--- src/rtl/svfp_pkg.sv ---
`default_nettype none
package svfp_pkg;

  typedef enum logic [1:0] {
    KIND_SAMPLE     = 2'd0,
    KIND_NEW_STREAM = 2'd1,
    KIND_TABLE_FULL = 2'd2
  } result_kind_e;

  localparam logic [7:0] TAG_NOASDU   = 8'h80;  // noASDU in savPdu, svID in ASDU
  localparam logic [7:0] TAG_SEQASDU  = 8'hA2;
  localparam logic [7:0] TAG_SEQDATA  = 8'h87;
  localparam logic [7:0] LEN_LONG1    = 8'h81;
  localparam logic [7:0] LEN_LONG2    = 8'h82;
  localparam logic [7:0] LEN_LONG_MIN = 8'h80;
  localparam logic [15:0] ETYPE_VLAN  = 16'h8100;
  localparam logic [15:0] ETYPE_SV    = 16'h88BA;

  typedef struct packed {
    logic [7:0] data_byte;
    logic       frame_last;
  } in_word_t;

  // word handed from the front to the parser
  typedef struct packed {
    logic [7:0] data_byte;
    logic       frame_last;
    logic       live;       // inside the frame length limit
  } item_t;

  typedef struct packed {
    logic [1:0]         result_kind;
    logic [3:0]         stream_index;
    logic [7:0]         asdu_index;
    logic [4:0]         channel_index;
    logic signed [31:0] sample_value;
    logic [15:0]        app_id;
    logic               has_vlan;
    logic [11:0]        vlan_id;
    logic [2:0]         vlan_priority;
    logic [7:0]         asdu_count;
    logic [47:0]        mac_destination;
    logic [47:0]        mac_source;
  } out_word_t;

endpackage
`default_nettype wire

--- src/rtl/svfp_front.sv ---
`default_nettype none
module svfp_front #(
  parameter int FRAME_BYTES = 2048
) (
  input  wire logic              clk_i,
  input  wire logic              rst_ni,
  input  wire logic              in_valid_i,
  output logic                   in_ready_o,
  input  wire svfp_pkg::in_word_t in_word_i,
  output logic                   push_o,
  output svfp_pkg::item_t        item_o,
  input  wire logic              q_ready_i
);

  localparam int FW = $clog2(FRAME_BYTES + 1);

  logic [FW-1:0] cnt_q, cnt_d;
  logic          acc;

  assign in_ready_o = q_ready_i;
  assign acc        = in_valid_i && q_ready_i;
  assign push_o     = acc;

  always_comb begin
    item_o.data_byte  = in_word_i.data_byte;
    item_o.frame_last = in_word_i.frame_last;
    item_o.live       = (cnt_q < FW'(FRAME_BYTES));
    cnt_d = cnt_q;
    if (acc) begin
      if (in_word_i.frame_last) cnt_d = '0;
      else if (item_o.live) cnt_d = cnt_q + FW'(1);
    end
  end

  always_ff @(posedge clk_i or negedge rst_ni) begin
    if (!rst_ni) cnt_q <= '0;
    else cnt_q <= cnt_d;
  end

endmodule
`default_nettype wire

--- config.mk ---
export PLATFORM = sky130hd
export DESIGN_NAME = svfp_front
export DESIGN_NICKNAME = d
export VERILOG_FILES = /design/src/rtl/svfp_pkg.sv /design/src/rtl/svfp_front.sv
export SDC_FILE = /design/constraint.sdc
export NUM_CORES = 1
export LEC_CHECK = 0
export BUFFER_PORTS_ARGS = -buffer_cell sky130_fd_sc_hd__clkbuf_2
export CELL_PAD_IN_SITES_DETAIL_PLACEMENT = 1
export CELL_PAD_IN_SITES_GLOBAL_PLACEMENT = 1
export CORE_ASPECT_RATIO = 1.25
export CORE_UTILIZATION = 31
export CTS_BUF_LIST = sky130_fd_sc_hd__clkbuf_16
export CTS_CLUSTER_SIZE = 10
export DETAILED_ROUTE_END_ITERATION = 6
export GPL_TIMING_DRIVEN = 1
export PLACE_DENSITY = 0.82
export SYNTH_ARGS = -nofsm -noshare
export SYNTH_HDL_FRONTEND = slang
export SYNTH_SLANG_ARGS = --single-unit
--- constraint.sdc ---
create_clock -name clk_i -period 1.45 [get_ports clk_i]
set_input_delay 0.145 -clock clk_i [delete_from_list [all_inputs] [get_ports clk_i]]
set_output_delay 0.145 -clock clk_i [all_outputs]
set_load 0.01 [all_outputs]
==> results.md <==
Place:
- The number of cells after detailed placement is 109.
- Detailed placement finished with a half-perimeter wire length of 1.31 mm.
- The weighted congestion at the end of routability-driven global placement is 0.783.
- Port buffering added 8 buffers.

Yosys:
- The post-synthesis register bit count is 12.
- The synthesized design spends more area on one cell type than any other, namely sky130_fd_sc_hd__dfrtp_1.
- The synthesized design contains 0 enable-type register cells.
- In the post-synthesis netlist, the cell with the most instances is sky130_fd_sc_hd__dfrtp_1.
- The number of warnings issued by yosys is 0.
- The synthesized net count is 90.
- The count of unique library cells instantiated by Yosys is 29.
- The most instantiated flip-flop cell in the synthesis netlist is sky130_fd_sc_hd__dfrtp_1.
- The basic-gate share of the synthesized area counting and, or, nand and nor cells is 27.0%.
- The portion of netlist area occupied by mux cells is 1.59%.
- In this run the mean area of a mapped cell was 9.33 um2.
- The dominant combinational cell family by area after synthesis is simple AND/OR/NAND/NOR gates.
- The fraction of the yosys area taken by sequential cells is 42.3%.
- The top cell type by area accounts for 42.3% of the synthesized area.
- The share of the synthesized netlist area taken by xor and xnor gates is 6.17%.
- By area the synthesized netlist is led by sky130_fd_sc_hd__dfrtp_1 42%, sky130_fd_sc_hd__buf_4 11%, sky130_fd_sc_hd__nor2_1 3.7%.
- The adder and majority cell fraction of the synthesized area is 1.76%.
- The post-synthesis instance area is 709 um2.
- The synthesized instance count is 76.
- The share of flip-flops with an asynchronous set or reset after synthesis is 100%.
- Counting instances in the post-synthesis netlist gives the leading cell types as 12 x sky130_fd_sc_hd__dfrtp_1, 10 x sky130_fd_sc_hd__buf_4, 7 x sky130_fd_sc_hd__nor2_1.
- The complex-gate fraction of the synthesized area is 7.94%.

Setup path:
- STA puts the critical path data required time at 1.62 ns.
- The type of element capturing the critical path is a register.
- STA classifies the critical path startpoint as a register.
- The type of the setup path with the least slack is reg -> reg.
- For the worst setup path, the data arrival time is 1.67 ns.
- Along the worst path, the maximum fanout reaches 4.

Final layout:
- Fill cells in the final layout number 260.
- The finished layout holds 115 standard cells, fillers aside.
- 0 antenna diodes ended up in the layout.
- Of the cells placed in the final design, the portion with a size suffix greater than 1 is 41.7%.
- The number of flip-flops in the largest register is 12.
- The layout net count is 100.
- The layout overhead on the synthesized area is 30.2%.
- The largest registers in the layout are cnt_q: 12 flops.
- The register containing the most flip-flops in the final layout is cnt_q.

Floorplan:
- In this run the core area contains 19 standard-cell rows.
- The die covers 2480 um2.
- For this configuration, the core starts out at a cell density of 32.4%.
- The core outline area is 2190 um2.
- The number of I/O pins is 25.
- The width of the die is 44.8 um.
- From bottom edge to top edge, the die measures 55.5 um.

STA:
- Across the routed clock network, the largest skew measured is 0.00205 ns.
- After layout, the worst path uses 103% of the clock period.
- After layout, the minimum clock period comes to 1.49 ns.
- The max-slew headroom at the worst pin is 74.7%.
- The number of pins with negative max-slew slack in the final report was 0.
- The final number of setup-violating endpoints is 2.
- The hold violation total from the final report is 0.
- The post-layout worst setup margin is -0.0447 ns.
- The transition time at the pin with the least slew margin is 0.375 ns.
- The maximum achievable frequency is 0.669 GHz.
- Setup repair after global routing could not meet its margin everywhere.

Power and ir drop:
- The static leakage power is 0.382 nW.
- For this design the ratio of total power to cell area is 1060 nW/um2.
- The worst-case IR drop observed on VDD is 0.000485 V.
- Power comes to 0.978 mW.

Drt:
- The detail route stage leaves a number of antenna-violating nets equal to 0.
- After the first detailed-routing iteration, the DRC count stood at 0.
- The number of iterations in the first detailed-routing pass is 1.
- The post-detailed-route wirelength per cell is 15.7 um.
- In the routed design, unresolved DRC markers number 0.
- The wire length after detailed routing is 1.80 mm.
- In the routed layout, each cell is associated on average with a via count of 4.96.
- Across all layers, the routed design uses 570 vias.

Clocking:
- The number of sinks driven by the clock tree is 12.
- The tree is rooted in a sky130_fd_sc_hd__clkbuf_16.
- Clock tree synthesis inserted a total of 3 buffers.
- The clock-pin slew of the registers on the worst-case setup and hold paths is 0.04 ns.
- In this run the number of H-tree levels came out at 1.
- The clock insertion delay at the later pin of the skew report is 0.24 ns.
- The longest clock path from root to sink contains 2 buffers.
- The clock tree from TritonCTS is yes.

Global routing:
- Global routing consumed, over all layers together, 16.8% of the routing resources.
- Entering global routing, the biggest net connects 13 pins.
- The first-pass GRT wire length is 2.94 mm.
- The initial antenna violation count is 0.
- The residual overflow from global routing is 0.
- The number of global-route vias before repair came to 654.

Flow run:
- Across the run, the number of max-cap violations was 0.

Worst hold path:
- The kind of path behind the tightest hold check is in -> reg.

Run status:
- The checks that failed: negative setup slack.
- The run finished, with violations left.
placed cells by master (no fill, tap or decap), drive strengths merged, types with 2 or more instances in the layout:
| cell type | count |
|---|---|
| buf | 7 |
| xor2 | 2 |
| dfrtp | 12 |
| o31ai | 2 |
| xnor2 | 3 |
| or4 | 3 |
| clkbuf | 11 |
| a21oi | 4 |
| nand2 | 6 |
| nor2 | 7 |
| nand3 | 3 |
| nor4 | 2 |
| and3 | 2 |
| nand4 | 3 |
| nand2b | 2 |
| inv | 4 |
| nor3 | 2 |
worst max-delay path, cell delays in order, from the launching register on:
cell                      delay (ns)
sky130_fd_sc_hd__dfrtp_1        0.40
sky130_fd_sc_hd__ha_2           0.20
sky130_fd_sc_hd__and2_4         0.16
sky130_fd_sc_hd__nand4_4        0.08
sky130_fd_sc_hd__or4_1          0.44
sky130_fd_sc_hd__a21oi_2        0.13
layout make-up:
class	count	area, um2	area share, %
Clock buffer	3	75.1	8.13
Inverter	4	15.0	1.63
Multi-Input combinational cell	49	388	42.0
Sequential cell	12	300	32.5
Tap cell	31	38.8	4.20
Timing Repair Buffer	16	106	11.5
per-layer routing:
layer  GRT usage [%]  wire (um)  vias up
met1            16.7        692      285
met2            29.2       1010        9
met3            4.58         53        5
met5               0          0        -
li1                -          -      271
met4            10.4         46        0
timing repair:
item                                    in CTS  in global routing
endpoints found under the setup margin       3                  6
endpoints found under the hold margin       12                  0
resized for setup                            9                  7
hold buffers                                 1                  0
pin swaps                                    6                  4
buffers inserted                             2                  1
worst paths after layout:
path	from	endpoint	slack, ns	cells after the start
setup / recovery	cnt_q[1]	cnt_q[10]	-0.04	5
hold / removal	in_word_i[0]	cnt_q[1]	0.28	3
setup reg to reg	cnt_q[1]	cnt_q[10]	-0.04	5
hold reg to reg	cnt_q[10]	cnt_q[10]	0.58	2
max in group asynchronous	rst_ni	cnt_q[2]	0.87	2
min in group asynchronous	rst_ni	cnt_q[6]	0.34	2
report_power, final:
group	switching (mW)	internal, mW
Clock	0.139	0.359
Sequential	0.0235	0.355
Combinational	0.0537	0.0483
Total	0.216	0.762
kinds of logic (layout without fill, tap and decap cells):
family | count (synthesis) | count (layout)
buffers and inverters | 15 | 23
flip-flops | 12 | 12
XOR/XNOR | 5 | 5
AND/OR/NAND/NOR | 33 | 33
adder cells (fa/ha/maj) | 1 | 1
AO/OA/AOI/OAI | 9 | 9
multiplexers | 1 | 1
metrics by stage:
step                      hold slack [ns]  utilization (%)  worst slack, ns  instance area [um2]  TNS (ns)
final                               0.280             42.2          -0.0447                  923   -0.0631
after global routing                0.290             42.2           -0.105                  923    -0.269
after CTS                           0.289             40.8          -0.0182                  892   -0.0427
after detailed placement           0.0524             34.2          -0.0428                  747    -0.120
after global placement             0.0453             34.2           0.0242                  747         0
after floorplan                    -0.151                -           0.0214                  709         0
Note: power is estimated with default switching activity, not from simulation.
