### config.mk
export PLATFORM = sky130hd
export DESIGN_NAME = svfp_queue
export DESIGN_NICKNAME = d
export VERILOG_FILES = /design/src/rtl/svfp_pkg.sv /design/src/rtl/svfp_queue.sv
export SDC_FILE = /design/constraint.sdc
export NUM_CORES = 1
export LEC_CHECK = 0
export BUFFER_PORTS_ARGS = -buffer_cell sky130_fd_sc_hd__buf_2
export CAP_MARGIN = 25
export CORE_MARGIN = 1.5
export CORE_UTILIZATION = 53
export CTS_BUF_LIST = sky130_fd_sc_hd__clkbuf_4
export DETAILED_ROUTE_END_ITERATION = 8
export MAX_ROUTING_LAYER = met4
export PLACE_DENSITY = 0.83
export SETUP_SLACK_MARGIN = 0.3
export SYNTH_ARGS = -nofsm -noshare
export SYNTH_HDL_FRONTEND = slang
export SYNTH_SLANG_ARGS = --single-unit
### constraint.sdc
create_clock -name clk_i -period 1.8 [get_ports clk_i]
set_input_delay 0.36 -clock clk_i [delete_from_list [all_inputs] [get_ports clk_i]]
set_output_delay 0.36 -clock clk_i [all_outputs]
set_load 0.01 [all_outputs]
### src/rtl/svfp_pkg.sv
`default_nettype none
package svfp_pkg;

  typedef enum logic [1:0] {
    KIND_SAMPLE     = 2'd0,
    KIND_NEW_STREAM = 2'd1,
    KIND_TABLE_FULL = 2'd2
  } result_kind_e;

  localparam logic [7:0] TAG_NOASDU   = 8'h80;  // noASDU in savPdu, svID in ASDU
  localparam logic [7:0] TAG_SEQASDU  = 8'hA2;
  localparam logic [7:0] TAG_SEQDATA  = 8'h87;
  localparam logic [7:0] LEN_LONG1    = 8'h81;
  localparam logic [7:0] LEN_LONG2    = 8'h82;
  localparam logic [7:0] LEN_LONG_MIN = 8'h80;
  localparam logic [15:0] ETYPE_VLAN  = 16'h8100;
  localparam logic [15:0] ETYPE_SV    = 16'h88BA;

  typedef struct packed {
    logic [7:0] data_byte;
    logic       frame_last;
  } in_word_t;

  // word handed from the front to the parser
  typedef struct packed {
    logic [7:0] data_byte;
    logic       frame_last;
    logic       live;       // inside the frame length limit
  } item_t;

  typedef struct packed {
    logic [1:0]         result_kind;
    logic [3:0]         stream_index;
    logic [7:0]         asdu_index;
    logic [4:0]         channel_index;
    logic signed [31:0] sample_value;
    logic [15:0]        app_id;
    logic               has_vlan;
    logic [11:0]        vlan_id;
    logic [2:0]         vlan_priority;
    logic [7:0]         asdu_count;
    logic [47:0]        mac_destination;
    logic [47:0]        mac_source;
  } out_word_t;

endpackage
`default_nettype wire

### src/rtl/svfp_queue.sv
`default_nettype none
module svfp_queue (
  input  wire logic            clk_i,
  input  wire logic            rst_ni,
  input  wire logic            push_i,
  input  wire svfp_pkg::item_t item_i,
  output logic                 ready_o,
  input  wire logic            pop_i,
  output logic                 valid_o,
  output svfp_pkg::item_t      item_o
);

  svfp_pkg::item_t buf_q [2];
  logic       wp_q, rp_q;
  logic [1:0] cnt_q;

  assign ready_o = (cnt_q != 2'd2);
  assign valid_o = (cnt_q != 2'd0);
  assign item_o  = buf_q[rp_q];

  always_ff @(posedge clk_i) begin
    if (push_i) buf_q[wp_q] <= item_i;
  end

  always_ff @(posedge clk_i or negedge rst_ni) begin
    if (!rst_ni) begin
      wp_q  <= 1'b0;
      rp_q  <= 1'b0;
      cnt_q <= 2'd0;
    end else begin
      if (push_i) wp_q <= ~wp_q;
      if (pop_i) rp_q <= ~rp_q;
      cnt_q <= cnt_q + 2'(push_i) - 2'(pop_i);
    end
  end

endmodule
`default_nettype wire

==> summary.txt, run 1 <==
Timing
  – Least-Margin Pin Slew: 454 ps
  – Period utilization: 93.7%
  – # setup viols final: 0
  – Fin. Hold Viols: 0
  – Top achievable clock speed: 593 MHz
  – Clock Skews: 4.16 ps
  – RSZ-0062 raised after global routing: yes
  – Slew HR: 69.7%
  – Min Tclk post-route: 1690 ps
  – Hold WS: 234 ps
  – Max Slew Vio Count: 0
  – Fin Setup TNS: 0 ps

Detailed routing
  – Routed Antenna Nets: 0
  – Vias per inst: 4.72
  – Remaining DRCs: 0
  – DRT Wirelength: 1260 um
  – Starting DRT DRC Count: 8
  – Mean routed wirelength per cell: 12.3 um
  – Pre-antenna DRT Iters: 4
  – Vias: 481

Synth
  – Syn_area_per_cell: 20.8 sq um
  – Mapped Area: 957 sq um
  – Post-synthesis sequential area ratio: 73.2%
  – Post-synth net total: 62
  – Unique masters post-synth: 13
  – Largest cells by area after synthesis: edfxtp_1 (63%), mux2_4 (14%), dfrtp_1 (10%)
  – Yosys warns: 0
  – Area share of the largest cell type after synthesis: 62.7%
  – Cell taking the most area after synthesis: edfxtp_1
  – Mapped Cells: 46
  – Post-synthesis register bit count: 24

Clock network
  – Worst skew pair latency: 300 ps
  – CTS tree: yes
  – CTS buffer count: 3
  – Clock slew at reported path FFs: 120 ps
  – Clk root buf: clkbuf_4
  – Setup bufs post-CTS: 0
  – Sinks on Clock Net: 24
  – CTS Buffer Depth: 2
  – Max H-tree Level: 1

Floorplan
  – DIE HEIGHT: 45.5 um
  – Cell Rows: 15
  – Die area: 0.00207 sq mm
  – Starting Density: 56.0%
  – Io pins: 26
  – Core region area: 0.00171 sq mm
  – Die X: 45.5 um

Setup path
  – CP startpoint kind: register
  – Worst path required time: 1440 ps
  – Endpoint class of the critical path: primary output
  – WS Path Type: register to primary output
  – Critical Path AT: 1330 ps
  – CP Max Fanout: 11
  – R2r setup slk: 570 ps

Worst hold path
  – Hold/Removal Path Class: input pin to register

Finish
  – Fin cells: 102
  – Ant. Diodes: 0
  – Fillers: 116
  – Layout cells sized above 1: 53.2%
  – Final nets: 94
  – Area Growth Syn to Fin: 22.2%

GRT
  – Vias in the first global route: 460
  – Total track usage: 13.5%
  – Pin count of the biggest net entering global routing: 14
  – First-pass GRT wire length: 1820 um
  – Initial antenna violation count: 0
  – Total global routing overflow: 0

Power
  – Worst IR drop on VDD: 0.973 mV
  – PD cells: 1450 mW/mm^2
  – Leak: 0.504 nW

Run
  – Max-cap violations: 0

Placed design
  – Final estimated routing congestion in global placement: 0.695
  – Port bufs: 25
  – Post-placement cell count: 97

Outcome
  – Status: complete, no violations
sequential cells by signal (all words and copies together), names as in the netlist:
name,count
buf_q,20
cnt_q,2
rp_q,1
wp_q,1
cells in the mapped netlist (all sizes together):
cell type  number
edfxtp         20
mux2           10
dfrtp           4
ha              2
inv             2
xor2            2
and2            1
buf             1
nand2b          1
nor2b           1
or2             1
xor3            1
report_power, final:
part	internal [W]	switching, W	total (W)
logic	0.000378	0.000277	0.000655
clock network	0.0000808	0.000145	0.000226
registers	0.000752	0.0000579	0.000810
total	0.00121	0.000480	0.00169
metrics by stage:
step           utilization [%]  power (W)  worst slack (ps)  cell area [sq um]
4_1_cts                   68.0    0.00168              98.3               1160
2_1_floorplan                -    0.00126               547                957
3_3_place_gp              65.4    0.00142               426               1120
6_report                  68.5    0.00169               114               1170
5_1_grt                   68.5    0.00178              69.4               1170
3_5_place_dp              65.4    0.00144               411               1120
cell type report:
cell class	count	area [sq um]	area share (%)
clock buffer	3	22.5	1.93
clock inverter	1	3.75	0.321
inverter	2	7.51	0.642
multi-input combinational	19	240	20.5
sequential	24	701	59.9
tap	25	31.3	2.67
timing repair buffer	28	164	14.0
worst max-delay path: stages, from the launching register on:
cell	delay [ps]
dfrtp_1	380
buf_8	170
mux2_2	340
buf_2	140
routing by layer:
| metal | wire length [um] | vias to the layer above | track usage [%] |
|---|---|---|---|
| met5 | 0 | - | - |
| met4 | 34 | 0 | 7.06 |
| met3 | 90 | 4 | 3.97 |
| met2 | 678 | 17 | 23.1 |
| met1 | 452 | 228 | 13.6 |
| li1 | - | 232 | - |
path summary, 6_finish.rpt:
| kind | start | end | cells after the start |
|---|---|---|---|
| max | rp_q$_DFFE_PN0P_ | item_o[9] | 3 |
| min | item_i[8] | buf_q[0][8]$_DFFE_PP_ | 1 |
| max reg2reg | wp_q$_DFFE_PN0P_ | buf_q[0][6]$_DFFE_PP_ | 2 |
| min reg2reg | wp_q$_DFFE_PN0P_ | wp_q$_DFFE_PN0P_ | 1 |
| max in group asynchronous | rst_ni | rp_q$_DFFE_PN0P_ | 2 |
| min in group asynchronous | rst_ni | cnt_q[0]$_DFF_PN0_ | 2 |
what timing repair did:
action | in CTS | in global routing
resized for setup | 2 | 2
endpoints found under the setup margin | 10 | 11
endpoints found under the hold margin | 4 | 0
cloned | 0 | 0
hold buffers | 1 | 0
cell usage in the layout (no fill, tap or decap), types with 2 or more instances in the layout:
cell type	netlist	final
buf_2	0	24
inv_1	2	2
ha_1	2	2
edfxtp_1	20	20
dfrtp_1	4	4
clkbuf_4	0	3
mux2_4	9	9
xor2_1	2	2
cell families after synthesis:
family,Yosys count,share of synthesized area (%)
AND/OR/NAND/NOR,4,2.62
XOR/XNOR,3,4.31
multiplexers,10,15.3
flip-flops,24,73.2
adder cells (fa/ha/maj),2,2.61
buffers and inverters,3,1.96
Power figures use the tool's default switching activity.
==> inputs of run 2 (changes only) <==
- CELL_PAD_IN_SITES_DETAIL_PLACEMENT: unset -> 0
- CELL_PAD_IN_SITES_GLOBAL_PLACEMENT: unset -> 2
- CORE_ASPECT_RATIO: unset -> 1.75
- CORE_UTILIZATION: 53 -> 38
- PLACE_DENSITY: 0.83 -> 0.82
==> run 2 against run 1 <==
Net effect:
- global-route usage fell by 2.5 points
- hold slack improved by 20 ps
- non-clock buffer count grew 3
- die area is 37% higher
==> summary.txt, run 2 (same netlist as run 1, synthesis figures left out) <==
Outcome
  – Status: complete, no violations

Finish
  – Most common cell after layout, fill and taps aside: edfxtp_1
  – Ant. Diodes: 0 (unchanged)
  – Layout cells sized above 1: 55.7% (+2.4 points)
  – Fillers: 213 (+84%)
  – Top Registers: buf_q: 20 flops, cnt_q: 2 flops
  – Area Growth Syn to Fin: 31.1%
  – Final nets: 97 (+3.2%)
  – Flip-flop count of the largest register after layout: 20 (unchanged)
  – Biggest register: buf_q
  – Commonest non-fill, non-tap cells in the layout: edfxtp_1 (20), buf_2 (14), buf_6 (13)

Power
  – Logic pwr share: 44.7% (+6.0 points)
  – Clock share of power: 11.3% (-2.1 points)
  – Cell Int Power: 0.00135 W (+12%)
  – Reg power frac: 44.0% (-3.9 points)
  – Worst IR drop on VDD: 0.828 mV (-15%)
  – Leak: 0.543 nW (+7.6%)
  – PD cells: 1470 mW/mm^2 (+1.7%)
  – NetSw: 0.000493 W (+2.6%)
  – Total power: 0.00184 W (+9.1%)
  – Sw Ratio: 26.7% (-1.7 points)

GRT
  – Total track usage: 11.0% (-2.5 points)
  – First-pass GRT wire length: 2140 um (+17%)
  – Pin count of the biggest net entering global routing: 13 (-1)
  – Total global routing overflow: 0 (unchanged)
  – Vias in the first global route: 522 (+13%)
  – Initial antenna violation count: 0 (unchanged)

Floorplan
  – Io pins: 26 (unchanged)
  – Cell Rows: 23 (+8)
  – Starting Density: 41.1% (-15 points)
  – Die X: 40.9 um (-10%)
  – Core region area: 0.00233 sq mm (+36%)
  – DIE HEIGHT: 69.4 um (+53%)
  – Die area: 0.00284 sq mm (+37%)

Timing
  – Top achievable clock speed: 613 MHz (+3.4%)
  – Clock Skews: 4.82 ps (+0.659 ps)
  – # setup viols final: 0 (unchanged)
  – Slew HR: 69.1% (-0.58 points)
  – Min Tclk post-route: 1630 ps (-55.9 ps)
  – Max Slew Vio Count: 0 (unchanged)
  – Fin. Hold Viols: 0 (unchanged)
  – Least-Margin Pin Slew: 463 ps (+8.76 ps)
  – RSZ-0062 raised after global routing: yes
  – Period utilization: 90.6% (-3.1 points)
  – Fin Setup TNS: 0 ps (unchanged)

Detailed routing
  – Pre-antenna DRT Iters: 2 (-2)
  – Vias: 489 (+1.7%)
  – Routed Antenna Nets: 0 (unchanged)
  – Vias per inst: 4.70 (-0.29%)
  – DRT Wirelength: 1340 um (+6.5%)
  – Mean routed wirelength per cell: 12.8 um (+4.4%)
  – Starting DRT DRC Count: 2 (-6)
  – Remaining DRCs: 0 (unchanged)

Clock network
  – CTS buffer count: 3 (unchanged)
  – CTS tree: yes
  – Max H-tree Level: 1 (unchanged)
  – Sinks on Clock Net: 24 (unchanged)
  – Worst skew pair latency: 290 ps (about the same)
  – Clk root buf: clkbuf_4
  – CTS Buffer Depth: 2 (unchanged)
  – Clock slew at reported path FFs: 110 ps (about the same)

Setup path
  – Crit-path leading delay family: flip-flops
  – CP startpoint kind: register
  – WS Path Type: register to primary output
  – Worst path slowest cell: dfrtp_1
  – Worst path required time: 1440 ps (about the same)
  – CP Max Fanout: 6 (-5)
  – Slowest stage delay, CP: 420 ps (+40 ps)
  – Critical Path AT: 1270 ps (-60 ps)
  – CP dominant cell by count: buf_6
  – Endpoint class of the critical path: primary output
  – CP Cell Sequence: buf_6 -> mux2_4 -> buf_6
  – Worst path buffer plus inverter count: 2 (unchanged)

Worst hold path
  – Hold/Removal Path Class: input pin to register

Placed design
  – Port bufs: 25 (unchanged)
  – Hpwl dp: 1070 um
  – Final estimated routing congestion in global placement: 0.632 (-9.0%)

Run
  – Max-cap violations: 0 (unchanged)
[run 2: changes by cell type in the layout (fill, tap and decap cells not counted), sizes merged]
cell,change
buf,+3
clkinv,-1
[run 2: path summary, 6_finish.rpt]
| kind | slack (ps) | depth (start not counted) | from | to |
|---|---|---|---|---|
| max | 170 | 3 | rp_q$_DFFE_PN0P_ | item_o[9] |
| min | 250 | 1 | item_i[6] | buf_q[1][6]$_DFFE_PP_ |
| max reg2reg | 600 | 5 | cnt_q[0]$_DFF_PN0_ | cnt_q[1]$_DFF_PN0_ |
| min reg2reg | 490 | 1 | wp_q$_DFFE_PN0P_ | wp_q$_DFFE_PN0P_ |
| max in group asynchronous | 1300 | 2 | rst_ni | wp_q$_DFFE_PN0P_ |
| min in group asynchronous | 380 | 2 | rst_ni | cnt_q[0]$_DFF_PN0_ |
[run 2: timing repair]
| item | in CTS | in global routing |
|---|---|---|
| endpoints found under the setup margin | 10 | 11 |
| setup buffers | 1 | 0 |
| hold endpoints to repair | 4 | 0 |
| hold buffers | 1 | 0 |
| gates resized for setup | 13 | 2 |
[run 2: metal layers]
layer / GRT usage [%] / share of wire [%]
met2: 18.6 / 60
met4: 4.44 / 0.60
met3: 0.962 / 5.1
met5: - / 0
met1: 12.2 / 35
[run 2: worst register-to-register path, delay by kind of cell (launching register included)]
| kind | cells | cell delay [ps] |
|---|---|---|
| xor gates and xnor gates | 1 | 200 |
| DFF | 1 | 390 |
| buffers and inverters | 2 | 100 |
| adders and majority gates | 2 | 400 |
[run 2: power groups by stage]
stage                     registers (W)  clock network [W]  logic (W)
after floorplan                0.000807                  0   0.000448
after global placement         0.000810                  0   0.000638
after detailed placement       0.000820                  0   0.000646
after CTS                      0.000812           0.000217   0.000815
after global routing           0.000824           0.000238   0.000891
final                          0.000811           0.000209   0.000824
[run 2: cell type report]
cell class | count | area, sq um | share of cell area (%)
tap | 25 | 31.3 | 2.49
multi-input combinational | 19 | 244 | 19.4
sequential | 24 | 701 | 55.8
timing repair buffer | 31 | 249 | 19.8
clock buffer | 3 | 22.5 | 1.79
inverter | 2 | 7.51 | 0.598
[run 2: stage by stage]
| stage | area, sq um | util (%) | hold slack [ps] | std cells | setup WS (ps) |
|---|---|---|---|---|---|
| 3_5_place_dp | 1130 | 48.6 | 175 | 99 | 460 |
| 4_1_cts | 1250 | 53.5 | 245 | 104 | 150 |
| 5_1_grt | 1250 | 53.8 | 228 | 104 | 113 |
| 3_3_place_gp | 1130 | 48.6 | 172 | 99 | 479 |
| 6_report | 1250 | 53.8 | 254 | 104 | 170 |
| 2_1_floorplan | 957 | - | 64.4 | 46 | 547 |
==> inputs of run 3 (changes only) <==
- CORE_UTILIZATION: 38 -> 34
- PLACE_DENSITY: 0.82 -> 0.77
- clock period: 1.8 -> 1.4 ns (I/O delays scaled with it)
==> run 3 against run 2 <==
Net effect:
- the flow now finishes with violations (negative setup slack)
- utilization decreased by 4.0 points
- cell count increased by 4.8%
- final area increased by 6.8%
- via count decreased by 0.82%
- register-to-register slack got worse by 440 ps
- combinational power increased by 53%
- clock skew decreased by 1.2 ps
- power increased by 41%
- die area increased by 11%
- hold slack got worse by 88 ps
==> summary.txt, run 3 (same netlist as run 1, synthesis figures left out) <==
Timing
  – Worst setup margin: -174 ps (-344 ps)
  – Fin. Hold Viols: 0 (unchanged)
  – Period utilization: 112%
  – Hold WS: 166 ps (-87.7 ps)
  – RSZ-0062 raised after global routing: yes
  – Max Slew Vio Count: 0 (unchanged)
  – Least-Margin Pin Slew: 168 ps (-295 ps)
  – Clock Skews: 3.59 ps (-1.23 ps)
  – Top achievable clock speed: 635 MHz
  – # setup viols final: 10 (+10)
  – Slew HR: 88.7% (+20 points)
  – Min Tclk post-route: 1570 ps

Finish
  – Biggest register: buf_q
  – Area Growth Syn to Fin: 40.0%
  – Top Registers: buf_q: 20 flops, cnt_q: 2 flops
  – Layout cells sized above 1: 65.9% (+10 points)
  – Flip-flop count of the largest register after layout: 20 (unchanged)
  – Fin util: 49.8% (-4.0 points)
  – Commonest non-fill, non-tap cells in the layout: edfxtp_1 (20), buf_6 (14), buf_2 (13)
  – Final nets: 99 (+2.1%)
  – Fillers: 233 (+9.4%)
  – Most common cell after layout, fill and taps aside: edfxtp_1
  – Ant. Diodes: 0 (unchanged)

Clock network
  – Clock slew at reported path FFs: 120 ps (about the same)
  – Clk root buf: clkbuf_4
  – Max H-tree Level: 1 (unchanged)
  – Worst skew pair latency: 290 ps (about the same)
  – CTS tree: yes
  – CTS Buffer Depth: 2 (unchanged)
  – CTS buffer count: 3 (unchanged)
  – Sinks on Clock Net: 24 (unchanged)

Outcome
  – Status: finished, violations left
  – Failing checks: negative setup slack

Setup path
  – Slowest stage delay, CP: 420 ps (about the same)
  – CP startpoint kind: register
  – Endpoint class of the critical path: primary output
  – Worst path required time: 1120 ps (-320 ps)
  – Critical Path AT: 1290 ps (+20 ps)
  – WS Path Type: register to primary output
  – CP Max Fanout: 10 (+4)
  – Worst path slowest cell: dfrtp_1
  – R2r setup slk: 160 ps (-440 ps)
  – CP Cell Sequence: buf_12 -> mux2_4 -> buf_6

Run
  – Max-cap violations: 0 (unchanged)

Placed design
  – Hpwl dp: 1010 um (-5.2%)
  – Final estimated routing congestion in global placement: 0.688 (+8.7%)
  – Port bufs: 25 (unchanged)

Floorplan
  – Io pins: 26 (unchanged)
  – Die X: 43.1 um (+5.3%)
  – Starting Density: 35.6% (-5.5 points)
  – Die area: 0.00316 sq mm (+11%)
  – Core region area: 0.00269 sq mm (+15%)
  – Cell Rows: 25 (+8.7%)
  – DIE HEIGHT: 73.2 um (+5.5%)

Detailed routing
  – DRT Wirelength: 1350 um (+1.3%)
  – Vias: 485 (-0.82%)
  – Routed Antenna Nets: 0 (unchanged)
  – Starting DRT DRC Count: 3 (+1)
  – Remaining DRCs: 0 (unchanged)
  – Mean routed wirelength per cell: 12.4 um (-3.3%)
  – Vias per inst: 4.45 (-5.4%)
  – Pre-antenna DRT Iters: 2 (unchanged)

GRT
  – Total track usage: 9.89% (-1.1 points)
  – Pin count of the biggest net entering global routing: 14 (+1)
  – Vias in the first global route: 523 (+0.19%)
  – Initial antenna violation count: 0 (unchanged)
  – First-pass GRT wire length: 2220 um (+3.8%)
  – Total global routing overflow: 0 (unchanged)

Power
  – PD cells: 1950 mW/mm^2 (+32%)
  – Worst IR drop on VDD: 0.966 mV (+17%)
  – Leak: 0.571 nW (+5.2%)

Worst hold path
  – Hold/Removal Path Class: input pin to register
## run 3: metal layers
layer  part of all wire [%]  global-route usage [%]  routed length [um]  vias to the layer above
met1                     32                    9.39                 440                      230
met5                      0                       -                   0                        -
met3                    3.1                    1.49                  42                        2
li1                       -                       -                   -                      242
met2                     62                    17.9                 844                       11
met4                    2.0                    6.06                  27                        0
## run 3: critical path, delay by kind of cell (launching register included)
kind,cells,cell delay [ps]
flip-flops,1,420
buffers and inverters,2,280
multiplexers,1,300
## run 3: path summary, 6_finish.rpt
| path | start | depth (start not counted) | endpoint |
|---|---|---|---|
| min | item_i[9] | 1 | buf_q[0][9]$_DFFE_PP_ |
| max in group asynchronous | rst_ni | 2 | cnt_q[1]$_DFF_PN0_ |
| min reg2reg | wp_q$_DFFE_PN0P_ | 1 | wp_q$_DFFE_PN0P_ |
| min in group asynchronous | rst_ni | 2 | rp_q$_DFFE_PN0P_ |
| max reg2reg | cnt_q[0]$_DFF_PN0_ | 6 | cnt_q[1]$_DFF_PN0_ |
| max | rp_q$_DFFE_PN0P_ | 3 | item_o[1] |
## run 3: power by group
group / internal [W] / switching (W) / leakage, nW / total, W
sequential: 0.000966 / 0.0000748 / 0.234 / 0.00104
clock: 0.000130 / 0.000176 / 0.0184 / 0.000306
combinational: 0.000805 / 0.000455 / 0.318 / 0.00126
## run 3: per-stage QoR
| step | cells | setup WS (ps) | TNS (ps) | total power, W | instance area, sq um |
|---|---|---|---|---|---|
| after CTS | 109 | -188 | -1800 | 0.00262 | 1330 |
| after detailed placement | 100 | 132 | 0 | 0.00192 | 1140 |
| after floorplan | 46 | 274 | 0 | 0.00162 | 960 |
| final | 109 | -174 | -1680 | 0.00261 | 1340 |
| after global placement | 100 | 139 | 0 | 0.00190 | 1140 |
| after global routing | 109 | -234 | -2250 | 0.00276 | 1340 |
## run 3: repair_timing
action,4_1_cts,5_1_grt
hold buffers,1,0
setup buffers,4,0
resized for setup,21,3
setup endpoints to repair,13,30
pin swaps,0,1
endpoints found under the hold margin,4,0
## run 3: final cells by class
type                    instances  area [sq um]  area share, %
clock buffers                   4          30.0           2.24
inverters                       2          10.0          0.747
multi-input cells              19           283           21.1
flip-flops and latches         24           701           52.3
well taps                      27          33.8           2.52
repair buffers                 33           283           21.1
